**src/design/assert_macros.svh**
```systemverilog
// ----------------------------------------------------------------------------
// Assertion macros
// Clocked property checks shared by the tokenizer RTL.
// ----------------------------------------------------------------------------
`ifndef ASSERT_MACROS_SVH
`define ASSERT_MACROS_SVH

`ifndef NO_ASSERTIONS

// Property must hold at every clock edge outside reset.
`define ASSERT_PROP(lbl, clk, rstn, prop, msg) \
  lbl: assert property (@(posedge clk) disable iff (!rstn) (prop)) else $error(msg);

// Expression must never be true outside reset.
`define ASSERT_NEVER(lbl, clk, rstn, expr, msg) \
  lbl: assert property (@(posedge clk) disable iff (!rstn) !(expr)) else $error(msg);

`else

`define ASSERT_PROP(lbl, clk, rstn, prop, msg)
`define ASSERT_NEVER(lbl, clk, rstn, expr, msg)

`endif

`endif

```
**src/design/eqwt_pkg.sv**
```systemverilog
// ----------------------------------------------------------------------------
// Tokenizer package
// Shared widths, character codes, register indexes and types.
// ----------------------------------------------------------------------------
package eqwt_pkg;

  localparam int unsigned CapacityW    = 13;
  localparam int unsigned BaseW        = 5;
  localparam int unsigned CharW        = 8;
  localparam int unsigned IndexW       = 12;
  localparam int unsigned CountW       = 13;
  localparam int unsigned LineW        = 16;
  localparam int unsigned ValueW       = 32;
  localparam int unsigned CfgIdxW      = 1;
  localparam int unsigned CfgDataW     = 13;
  localparam int unsigned DefMaxCapacity = 4096;

  localparam logic [CapacityW-1:0] CapacityReset = 13'd32;
  localparam logic [BaseW-1:0]     BaseReset     = 5'd10;
  localparam logic [CountW-1:0]    CountMax      = '1;

  // Register indexes on the write port
  localparam logic [CfgIdxW-1:0] RegWordCapacity = 1'd0;
  localparam logic [CfgIdxW-1:0] RegNumberBase   = 1'd1;

  // Character codes
  localparam logic [CharW-1:0] ChNul   = 8'h00;
  localparam logic [CharW-1:0] ChLf    = 8'h0A;
  localparam logic [CharW-1:0] ChSpace = 8'h20;
  localparam logic [CharW-1:0] ChQuote = 8'h22;
  localparam logic [CharW-1:0] ChBslash = 8'h5C;
  localparam logic [CharW-1:0] ChLowerN = 8'h6E;

  typedef struct packed {
    logic              esc;
    logic              inq;
    logic [CountW-1:0] cnt;
    logic [ValueW-1:0] value;
    logic              bad;
    logic              ovf;
    logic [LineW-1:0]  line;
  } state_t;

  typedef struct packed {
    logic                  char_stored;
    logic [CharW-1:0]      stored_char;
    logic [IndexW-1:0]     stored_index;
    logic                  word_done;
    logic [CapacityW-1:0]  word_length;
    logic                  line_break;
    logic [LineW-1:0]      line_number;
    logic [ValueW-1:0]     number_value;
    logic                  number_bad;
    logic                  overflow;
    logic                  word_dropped;
  } result_t;

  // Hex digit decode: bit 4 is the valid flag, bits 3:0 the digit
  function automatic logic [4:0] hex_digit(input logic [CharW-1:0] c);
    logic [4:0] r;
    r = '0;
    if (c >= 8'h30 && c <= 8'h39) begin
      r = {1'b1, 4'(c - 8'h30)};
    end else if (c >= 8'h41 && c <= 8'h46) begin
      r = {1'b1, 4'(c - 8'h37)};
    end else if (c >= 8'h61 && c <= 8'h66) begin
      r = {1'b1, 4'(c - 8'h57)};
    end
    return r;
  endfunction

endpackage

```
**src/design/eqwt_step.sv**
```systemverilog
// ----------------------------------------------------------------------------
// Tokenizer step logic
// Next word state and result beat for one text byte.
// ----------------------------------------------------------------------------
module eqwt_step
  import eqwt_pkg::*;
#(
  parameter int unsigned MaxCapacity = DefMaxCapacity
) (
  input  state_t                cur_i,
  input  logic [CharW-1:0]      byte_i,
  input  logic                  last_i,
  input  logic [CapacityW-1:0]  capacity_i,
  input  logic [BaseW-1:0]      base_i,
  output state_t                nxt_o,
  output result_t               res_o
);

  localparam int unsigned MaxW = $clog2(MaxCapacity + 1);
  localparam int unsigned CmpW = (MaxW > CapacityW) ? MaxW : CapacityW;
  localparam logic [CmpW-1:0] MaxCap = CmpW'(MaxCapacity);

  logic [CmpW-1:0]   cap_wide;
  logic [CmpW-1:0]   cap_eff;
  logic              room;
  logic [4:0]        dig;
  logic [ValueW-1:0] mac;
  logic              app;
  logic              term;
  logic [CharW-1:0]  app_char;

  assign cap_wide = CmpW'(capacity_i);
  assign cap_eff  = (cap_wide > MaxCap) ? MaxCap : cap_wide;
  assign room     = CmpW'(cur_i.cnt) < cap_eff;
  // Escaped n turns into a newline; only used when a char is appended
  assign app_char = (cur_i.esc && byte_i == ChLowerN) ? ChLf : byte_i;
  assign dig      = hex_digit(app_char);
  assign mac      = cur_i.value * {{(ValueW-BaseW){1'b0}}, base_i}
                  + {{(ValueW-4){1'b0}}, dig[3:0]};

  always_comb begin
    nxt_o    = cur_i;
    res_o    = '0;
    app      = 1'b0;
    term     = 1'b0;

    if (byte_i == ChNul || byte_i == ChLf) begin
      // Line end wins over a pending escape
      nxt_o.esc         = 1'b0;
      nxt_o.line        = cur_i.line + 16'd1;
      res_o.line_break  = 1'b1;
      res_o.word_done   = 1'b1;
      res_o.word_length = cur_i.cnt;
      term              = 1'b1;
    end else if (cur_i.esc) begin
      nxt_o.esc = 1'b0;
      app       = 1'b1;
    end else if (byte_i == ChBslash) begin
      nxt_o.esc = 1'b1;
    end else if (byte_i == ChSpace) begin
      if (cur_i.inq) begin
        app = 1'b1;
      end else begin
        term = 1'b1;
        if (cur_i.cnt != '0) begin
          res_o.word_done   = 1'b1;
          res_o.word_length = cur_i.cnt;
        end
      end
    end else if (byte_i == ChQuote) begin
      nxt_o.inq = !cur_i.inq;
    end else begin
      app = 1'b1;
    end

    if (term && !room) begin
      nxt_o.ovf = 1'b1;
    end

    if (app) begin
      if (room) begin
        res_o.char_stored  = 1'b1;
        res_o.stored_char  = app_char;
        res_o.stored_index = cur_i.cnt[IndexW-1:0];
        if (dig[4]) begin
          nxt_o.value = mac;
        end else begin
          nxt_o.bad = 1'b1;
        end
      end else begin
        nxt_o.ovf = 1'b1;
      end
      if (cur_i.cnt != CountMax) begin
        nxt_o.cnt = cur_i.cnt + 13'd1;
      end
    end

    res_o.line_number  = nxt_o.line;
    res_o.number_value = nxt_o.value;
    res_o.number_bad   = nxt_o.bad;
    res_o.overflow     = nxt_o.ovf;
    res_o.word_dropped = !res_o.word_done && last_i && (nxt_o.cnt != '0);

    if (res_o.word_done) begin
      nxt_o.cnt   = '0;
      nxt_o.value = '0;
      nxt_o.bad   = 1'b0;
      nxt_o.ovf   = 1'b0;
    end
    if (last_i) begin
      nxt_o = '0;
    end
  end

endmodule

```
**src/design/escaped_quoted_word_tokenizer.sv**
```systemverilog
// ----------------------------------------------------------------------------
// Escaped, quoted word tokenizer
// Splits a byte stream into words, tracking length, numeric value and lines.
// ----------------------------------------------------------------------------
// One text byte is taken per beat and one result beat comes back for every
// byte, in order. The block takes a new byte every clock cycle unless the
// result channel stalls it; a byte goes from the input register through the
// step logic (one 32x5 multiply-add for the running number value) into the
// result register. The word state (escape, quote mode, count, value, flags,
// line count) is updated as a byte moves into the result register, so each
// byte sees the state left by the one before it. Write word_capacity and
// number_base only while no byte is in flight.

`include "assert_macros.svh"

module escaped_quoted_word_tokenizer
  import eqwt_pkg::*;
#(
  parameter int unsigned MAX_CAPACITY = DefMaxCapacity
) (
  input  logic                  clk_i,
  input  logic                  rst_ni,
  // configuration write port
  input  logic                  cfg_we_i,
  input  logic [CfgIdxW-1:0]    cfg_idx_i,
  input  logic [CfgDataW-1:0]   cfg_wdata_i,
  // byte input channel
  input  logic                  in_valid_i,
  output logic                  in_stall_o,
  input  logic [CharW-1:0]      byte_in_i,
  input  logic                  buffer_end_i,
  // result channel
  output logic                  out_valid_o,
  input  logic                  out_stall_i,
  output logic                  char_stored_o,
  output logic [CharW-1:0]      stored_char_o,
  output logic [IndexW-1:0]     stored_index_o,
  output logic                  word_done_o,
  output logic [CapacityW-1:0]  word_length_o,
  output logic                  line_break_o,
  output logic [LineW-1:0]      line_number_o,
  output logic [ValueW-1:0]     number_value_o,
  output logic                  number_bad_o,
  output logic                  overflow_o,
  output logic                  word_dropped_o
);

  // Configuration registers
  logic [CapacityW-1:0] capacity_q;
  logic [BaseW-1:0]     base_q;

  // Input register stage
  logic              in_valid_q, in_valid_d;
  logic [CharW-1:0]  byte_q;
  logic              last_q;

  // Word state and result register
  state_t  state_q, state_d;
  result_t res_d, res_q;
  logic    out_valid_q, out_valid_d;

  logic    in_accept;
  logic    advance;

  // Input beat moves on when the result register is free or draining
  assign advance    = in_valid_q && (!out_valid_q || !out_stall_i);
  assign in_stall_o = in_valid_q && !advance;
  assign in_accept  = in_valid_i && !in_stall_o;

  always_ff @(posedge clk_i or negedge rst_ni) begin
    if (!rst_ni) begin
      capacity_q <= CapacityReset;
      base_q     <= BaseReset;
    end else if (cfg_we_i) begin
      case (cfg_idx_i)
        RegWordCapacity: capacity_q <= cfg_wdata_i[CapacityW-1:0];
        RegNumberBase:   base_q     <= cfg_wdata_i[BaseW-1:0];
        default: ;
      endcase
    end
  end

  always_comb begin
    in_valid_d = in_valid_q;
    if (in_accept) begin
      in_valid_d = 1'b1;
    end else if (advance) begin
      in_valid_d = 1'b0;
    end
  end

  always_ff @(posedge clk_i or negedge rst_ni) begin
    if (!rst_ni) begin
      in_valid_q <= 1'b0;
    end else begin
      in_valid_q <= in_valid_d;
    end
  end

  always_ff @(posedge clk_i) begin
    if (in_accept) begin
      byte_q <= byte_in_i;
      last_q <= buffer_end_i;
    end
  end

  eqwt_step #(
    .MaxCapacity (MAX_CAPACITY)
  ) u_step (
    .cur_i      (state_q),
    .byte_i     (byte_q),
    .last_i     (last_q),
    .capacity_i (capacity_q),
    .base_i     (base_q),
    .nxt_o      (state_d),
    .res_o      (res_d)
  );

  // Word state only moves when its byte is committed to the result register
  always_ff @(posedge clk_i or negedge rst_ni) begin
    if (!rst_ni) begin
      state_q <= '0;
    end else if (advance) begin
      state_q <= state_d;
    end
  end

  always_comb begin
    out_valid_d = out_valid_q;
    if (advance) begin
      out_valid_d = 1'b1;
    end else if (!out_stall_i) begin
      out_valid_d = 1'b0;
    end
  end

  always_ff @(posedge clk_i or negedge rst_ni) begin
    if (!rst_ni) begin
      out_valid_q <= 1'b0;
    end else begin
      out_valid_q <= out_valid_d;
    end
  end

  always_ff @(posedge clk_i) begin
    if (advance) begin
      res_q <= res_d;
    end
  end

  assign out_valid_o    = out_valid_q;
  assign char_stored_o  = res_q.char_stored;
  assign stored_char_o  = res_q.stored_char;
  assign stored_index_o = res_q.stored_index;
  assign word_done_o    = res_q.word_done;
  assign word_length_o  = res_q.word_length;
  assign line_break_o   = res_q.line_break;
  assign line_number_o  = res_q.line_number;
  assign number_value_o = res_q.number_value;
  assign number_bad_o   = res_q.number_bad;
  assign overflow_o     = res_q.overflow;
  assign word_dropped_o = res_q.word_dropped;

  // An empty result register never pushes back on the input side
  `ASSERT_NEVER(a_no_stall_when_empty, clk_i, rst_ni, !out_valid_q && in_stall_o, "input stalled with empty result register")
  // A space only ends a word that has characters
  `ASSERT_NEVER(a_space_word_nonempty, clk_i, rst_ni, out_valid_q && res_q.word_done && !res_q.line_break && (res_q.word_length == '0), "empty word ended by a space")
  // A byte either appends or terminates, never both
  `ASSERT_NEVER(a_store_xor_done, clk_i, rst_ni, out_valid_q && res_q.char_stored && res_q.word_done, "character stored on a terminating byte")
  // A dropped word is never also a finished word
  `ASSERT_NEVER(a_drop_xor_done, clk_i, rst_ni, out_valid_q && res_q.word_dropped && res_q.word_done, "word both dropped and done")
  // A line break result always reports a finished word
  `ASSERT_PROP(a_break_implies_done, clk_i, rst_ni, (out_valid_q && res_q.line_break) |-> res_q.word_done, "line break without word end")

endmodule

```
**config.mk**
```make
export PLATFORM = sky130hd
export DESIGN_NAME = escaped_quoted_word_tokenizer
export DESIGN_NICKNAME = d
export VERILOG_FILES = /design/src/design/eqwt_pkg.sv /design/src/design/eqwt_step.sv /design/src/design/escaped_quoted_word_tokenizer.sv
export VERILOG_INCLUDE_DIRS = /design/src /design/src/design
export SDC_FILE = /design/constraint.sdc
export NUM_CORES = 1
export LEC_CHECK = 0
export BUFFER_PORTS_ARGS = -buffer_cell sky130_fd_sc_hd__buf_2
export CAP_MARGIN = 10
export CORE_MARGIN = 3
export CORE_UTILIZATION = 30
export DETAILED_ROUTE_END_ITERATION = 8
export PLACE_DENSITY = 0.45
export SYNTH_ARGS = -nofsm -noshare
export SYNTH_HDL_FRONTEND = slang
export SYNTH_SLANG_ARGS = --single-unit
```
**constraint.sdc**
```tcl
create_clock -name clk_i -period 16.5 [get_ports clk_i]
set_clock_uncertainty 0.1 [all_clocks]
set_input_delay 1.65 -clock clk_i [delete_from_list [all_inputs] [get_ports clk_i]]
set_output_delay 1.65 -clock clk_i [all_outputs]
set_load 0.03 [all_outputs]
```
==> qor.yml, run 1 <==
outcome: "finished, final reports clean"
avgViaCountPerCell: 4.88
p_per_area_nw_per_um2: 76.1
async_flop_share: 0.470
dpl.hpwl_mm: 23.7
cts_hold_buf: 0
fillers: 4243
grt_pass1_vias: 9386
startpoint_type: "register"
synth_cells: 1222
switchingPower_uw: 329
p_sw_frac: 0.296
layout_commonest_cell: "nand2_1"
die_w_um: 213
drtPass1Iterations: 4
synth.yosys.seq_area_share: 0.390
ys_types: 70
period_minus_slack_ps: 5840
internal-power_uw: 782
ios: 117
synth.net_count: 1418
ys_top_cells_by_area: "edfxtp_1 22%, dfrtp_1 16%, fa_1 13%, ha_1 8.0%, nand2_1 5.1%"
reg2regPathDepth: 20
preCtsSetupSlack_ps: 10640
arrival_ps: 5940
clock_latency_ps: 450
placed_area_sq_um: 14000
hold_viol: 0
ctsResizeCount: 0
min_path_cells: 2
worst_pin_slew_ps: 1090
cts_tree: "done"
cts_buffers: 17
grt_max_degree: 55
setup_viol: 0
drtIter0Drc: 549
ant_nets: 0
post_cts_buffers: 0
dieArea_sq_um: 45300
synth_area_sq_um: 12800
mostFrequentLayoutCells: "173 x nand2_1, 115 x buf_2, 96 x edfxtp_1"
grt_pass1_wl_mm: 52.5
root_buffer: "clkbuf_16"
hold_class: "register to register"
final.setup.worst_slack_ps: 10660
portBuffers: 116
worstPathRequired_ps: 16600
routedWlPerCell_um: 17.3
drc: 0
stdcell_area_sq_um: 14600
max_freq_mhz: 171
avgSynthCellArea_sq_um: 10.5
gp_congestion: 0.778
yosysWarnings: 0
yosysTopAreaCell: "edfxtp_1"
via_count: 9100
clk_path_buf_depth: 2
diodes: 0
cp-end-kind: "register"
fin_nets: 1510
hold_ws_ps: 408
tns_ps: 0
ys_ff_latch: 181
rows: 75
die_h_um: 213
slew_headroom: 0.271
clkPwrFrac: 0.392
coreArea_sq_um: 42100
totalWireLength_mm: 32.3
start_util: 0.305
rsz0062_at_grt: "false"
p_leak_nw: 6.94
sequentialPowerShare: 0.483
slew_violations: 0
drv_cap: 0
synth_edf_count: 96
drive_gt1_frac: 0.166
cts_num_sinks: 181
cp_max_fo: 7
ir_worst_vdd_uv: 47.3
path_clk_slew_ps: 80
min_period_over_period: 0.354
antenna_found_initial: 0
overflow: 0
synth_top_area_share: 0.224
area_growth_pct: 13.7
power_frac_comb: 0.125
synthFlopType: "edfxtp_1"
track_usage: 0.147
htree_levels: 4
crit_type: "register to register"
## layout make-up
| type | count | area [sq um] | share of cell area |
|---|---|---|---|
| Timing Repair Buffer | 126 | 658 | 0.0450 |
| Clock inverter | 12 | 150 | 0.0103 |
| Multi-Input combinational cell | 906 | 7320 | 0.501 |
| Inverter | 82 | 310 | 0.0212 |
| Sequential cell | 181 | 5010 | 0.343 |
| Clock buffer | 20 | 478 | 0.0327 |
| Tap cell | 539 | 674 | 0.0462 |
## Yosys cell counts, drive strengths merged, types with 23 or more instances
library cell / instances
nand2: 174
a21oi: 41
xnor2: 34
and2: 90
fa: 86
nand3: 23
nor2: 41
ha: 82
a22o: 33
clkbuf: 44
inv: 82
o21ai: 64
and3: 24
edfxtp: 96
dfrtp: 82
mux2: 41
## power by group through the flow
| stage | Sequential, mW | Combinational [mW] | Clock (mW) |
|---|---|---|---|
| 2_1_floorplan | 0.561 | 0.0691 | 0 |
| 3_3_place_gp | 0.547 | 0.141 | 0 |
| 3_5_place_dp | 0.547 | 0.141 | 0 |
| 4_1_cts | 0.538 | 0.142 | 0.453 |
| 5_1_grt | 0.542 | 0.153 | 0.471 |
| 6_report | 0.537 | 0.139 | 0.436 |
## per-stage QoR
stage | power, mW | util | cells
CTS | 1.13 | 0.347 | 1866
floorplan | 0.630 | - | 1222
global placement | 0.688 | 0.332 | 1834
finish | 1.11 | 0.347 | 1866
detailed placement | 0.689 | 0.332 | 1834
global route | 1.17 | 0.347 | 1866
## path summary, 6_finish.rpt
path                                           endpoint  slack (ps)               startpoint
setup / recovery           number_value_o[26]$_DFFE_PP_       10660      byte_q[0]$_DFFE_PP_
hold / removal                  state_q[17]$_DFFE_PN0P_         410  state_q[17]$_DFFE_PN0P_
setup reg to reg           number_value_o[26]$_DFFE_PP_       10660      byte_q[0]$_DFFE_PP_
hold reg to reg                 state_q[17]$_DFFE_PN0P_         410  state_q[17]$_DFFE_PN0P_
max in group asynchronous     capacity_q[8]$_DFFE_PN0P_       14090                   rst_ni
min in group asynchronous       state_q[15]$_DFFE_PN0P_        1080                   rst_ni
## cells by family after synthesis
family / after synthesis / synth area share
buf+inv: 135 / 0.0406
simple gates: 426 / 0.167
fa+ha+maj: 168 / 0.214
compound gates: 208 / 0.108
xor+xnor: 52 / 0.0355
mux: 52 / 0.0445
flops: 181 / 0.390
## per-layer routing
metal  GRT usage  part of all wire  up-vias
met3      0.0242             0.030       16
met2       0.257              0.49      143
li1            -                 -     4418
met1       0.195              0.47     4523
met4      0.0287            0.0076        0
met5           0                 0        -
## flip-flops by register name (all words and copies together), names as in the netlist, 5 cells and up
register,cells
byte_q,8
word_length_o,13
state_q,65
stored_index_o,12
capacity_q,13
number_value_o,32
base_q,5
line_number_o,16
stored_char_o,8
## critical path, cell delays in order, from the launching register on
cell and delay, ps:
edfxtp_1 480, inv_1 150, ha_1 260, nor2_1 60, o21ai_0 140, nand4_1 280, o21a_1 200, o21ai_0 220
fa_1 460, inv_1 70, ha_1 240, fa_1 550, fa_1 490, a21o_1 210, and4_1 220, o21ai_0 290
a41oi_1 270, a211oi_1 350, o21ai_0 120, and2_1 170, mux2_2 250
Note: power is estimated with default switching activity, not from simulation.
==> inputs of run 2 (changes only) <==
- ABC_AREA: unset -> 1
- clock period: 16.5 -> 5.55 ns (I/O delays scaled with it)
==> run 2 against run 1 <==
Effect of this change: the run now ends with negative hold slack left; critical endpoint is now number_value_o[28]$_DFFE_PP_; count of clock-buffer cells in the layout is 3 lower; worst setup slack got worse by 10000 ps; non-clock buffer count rose by 3; core utilization is 0.31 points higher; critical path type unchanged.
==> qor.yml, run 2 <==
outcome: "complete, but fails checks"
violations: "negative hold slack"
synth_edf_count: 96  # unchanged
overflow: 0  # unchanged
clkPwrFrac: 0.344  # -0.048
startpoint_type: "register"
ys_ff_latch: 181  # unchanged
routedWlPerCell_um: 16.1  # -6.8%
crit_slowest_cell: "fa_1"
slew_headroom: 0.414  # +0.143
top_register: "state_q"
async_flop_share: 0.470  # unchanged
reg2regPathDepth: 28  # +40%
totalWireLength_mm: 37.7  # +17%
r2r_slack_ps: 670  # -10,000 ps
dieArea_sq_um: 47400  # +4.6%
synthFlopType: "edfxtp_1"
grt_pass1_vias: 11100  # +18%
synth.net_count: 1832  # +29%
setup_viol: 0  # unchanged
worst_pin_slew_ps: 879  # -213 ps
timing.rr.end: "number_value_o[28]$_DFFE_PP_"
ant_nets: 0  # unchanged
ios: 117  # unchanged
yosysWarnings: 0  # unchanged
ys_types: 49  # -30%
cts_num_sinks: 181  # unchanged
netlist_top_cells_count: "552 x nand2_1, 243 x inv_1, 112 x nor2_1, 96 x edfxtp_1, 86 x fa_1"
switchingPower_mw: 1.26  # +280%
path_clk_slew_ps: 70  # about the same
hold_ws_ps: -2.19  # -410 ps
start_util: 0.308  # +0.00345
root_buffer: "clkbuf_16"
reg2reg_from: "byte_q[0]$_DFFE_PP_"
hold_class: "primary input to async pin"
drtPass1Iterations: 8  # +4
grt_pass1_wl_mm: 60.8  # +16%
area_growth_pct: 13.4
internal-power_mw: 2.40  # +210%
p_sw_frac: 0.344  # +0.0485
stdcell_area_sq_um: 15300  # +4.5%
cp_max_fo: 6  # -1
synth_top_area_share: 0.214  # -0.0102
avgSynthCellArea_sq_um: 8.23  # -22%
largest_register_ffs: 65  # unchanged
cts_buffers: 17  # unchanged
drtIter0Drc: 582  # +6.0%
drv_cap: 0  # unchanged
drive_gt1_frac: 0.118  # -0.0483
yosysTopAreaCell: "edfxtp_1"
cp-end-kind: "register"
mostFrequentLayoutCells: "552 x nand2_1, 243 x inv_1, 115 x buf_2"
p_per_area_nw_per_um2: 240  # +220%
htree_levels: 4  # unchanged
die_w_um: 218  # +2.3%
yosysMostFrequentCell: "nand2_1"
gp_congestion: 0.901  # +16%
crit_path_frequent_cell: "nand2_1"
tns_ps: 0  # unchanged
hold_viol: 3  # +3
worstPathRequired_ps: 5670  # -10,930 ps
ys_top_cells_by_area: "edfxtp_1 21%, nand2_1 15%, dfrtp_1 15%, fa_1 13%, ha_1 7.6%"
arrival_ps: 5010  # -930 ps
power_mw: 3.66  # +230%
period_minus_slack_ps: 4880  # -955 ps
synth_cells: 1636  # +34%
rows: 76  # +1.3%
clk_path_buf_depth: 2  # unchanged
post_cts_buffers: 0  # unchanged
cts_tree: "done"
antenna_found_initial: 1  # +1
rsz0062_at_grt: "false"
coreArea_sq_um: 43600  # +3.6%
slew_violations: 0  # unchanged
dpl.hpwl_mm: 27.7  # +17%
min_period_over_period: 0.880  # +0.526
via_count: 10900  # +20%
p_leak_nw: 8.12  # +17%
setup.worst_path.start: "byte_q[0]$_DFFE_PP_"
ctsResizeCount: 0  # unchanged
max_freq_mhz: 205  # +20%
avgViaCountPerCell: 4.67  # -4.3%
power_frac_comb: 0.203  # +0.078
layout_commonest_cell: "nand2_1"
slowest_delay_ps: 530  # -20 ps
fin_nets: 1936  # +28%
crit_type: "register to register"
drc: 0  # unchanged
ir_worst_vdd_uv: 126  # +170%
track_usage: 0.164  # +0.0160
diodes: 0  # unchanged
cts_hold_buf: 0  # unchanged
clock_latency_ps: 470  # +20 ps
synth_area_sq_um: 13500  # +4.8%
portBuffers: 116  # unchanged
grt_max_degree: 68  # +24%
die_h_um: 218  # +2.3%
synth.yosys.seq_area_share: 0.373  # -0.0177
sequentialPowerShare: 0.453  # -0.030
placed_area_sq_um: 14700  # +5.0%
run 2: changes by cell type after synthesis, moves of 30 or more:
cell and delta:
a22o_1 -30, and2_1 -89, inv_1 +161, mux2_2 -34
nand2_1 +378, nand3_1 +45, nor2_1 +71
run 2: worst max-delay path: cells and delay by family, from the launching register on:
kind,cells,cell delay (ps)
flip-flops,1,460
AND/OR/NAND/NOR,16,1430
buffers and inverters,6,590
adder cells (fa/ha/maj),5,1970
AO/OA/AOI/OAI,1,70
run 2: layout make-up:
cell class,instances,area (sq um)
flip-flops and latches,181,5010
clock inverters,15,166
inverters,254,957
multi-input cells,1157,7280
clock buffers,17,425
well taps,585,732
fillers,4577,28400
repair buffers,129,693
run 2: layer usage:
metal / vias up / wire [um] / global-route usage
met2: 196 / 17000 / 0.255
met1: 5310 / 18700 / 0.235
met5: - / 13 / 0
li1: 5382 / - / -
met3: 25 / 1550 / 0.0301
met4: 2 / 463 / 0.0398
run 2: how the worst max path moves through the flow:
stage | cells past startpoint | slack, ps | end
3_5_place_dp | 28 | 640 | number_value_o[28]$_DFFE_PP_
5_1_grt | 28 | 220 | number_value_o[28]$_DFFE_PP_
4_1_cts | 28 | 650 | number_value_o[28]$_DFFE_PP_
3_3_place_gp | 28 | 720 | number_value_o[28]$_DFFE_PP_
2_1_floorplan | 28 | 1210 | number_value_o[28]$_DFFE_PP_
6_report | 28 | 670 | number_value_o[28]$_DFFE_PP_
run 2: kinds of logic (layout without fill, tap and decap cells):
logic type	after synthesis	in the layout	share of synthesized area
AOI/OAI and AO/OA	152	152	0.0646
xor gates and xnor gates	32	32	0.0208
adders and majority gates	168	168	0.204
buffers and inverters	298	415	0.0871
DFF	181	181	0.373
muxes	7	7	0.00586
and+or+nand+nor	798	798	0.245
run 2: metrics by stage:
stage	instances	worst slack, ps	utilization
after floorplan	1636	1210	-
after global placement	2306	725	0.336
after global routing	2338	224	0.350
final	2338	667	0.350
after detailed placement	2306	635	0.336
after CTS	2338	650	0.350
run 2: power by group through the flow:
stage	combinational, mW	sequential (mW)	clock [mW]
after floorplan	0.377	1.79	0
after global placement	0.748	1.69	0
after detailed placement	0.753	1.69	0
after CTS	0.756	1.66	1.31
after global routing	0.829	1.68	1.35
final	0.743	1.66	1.26
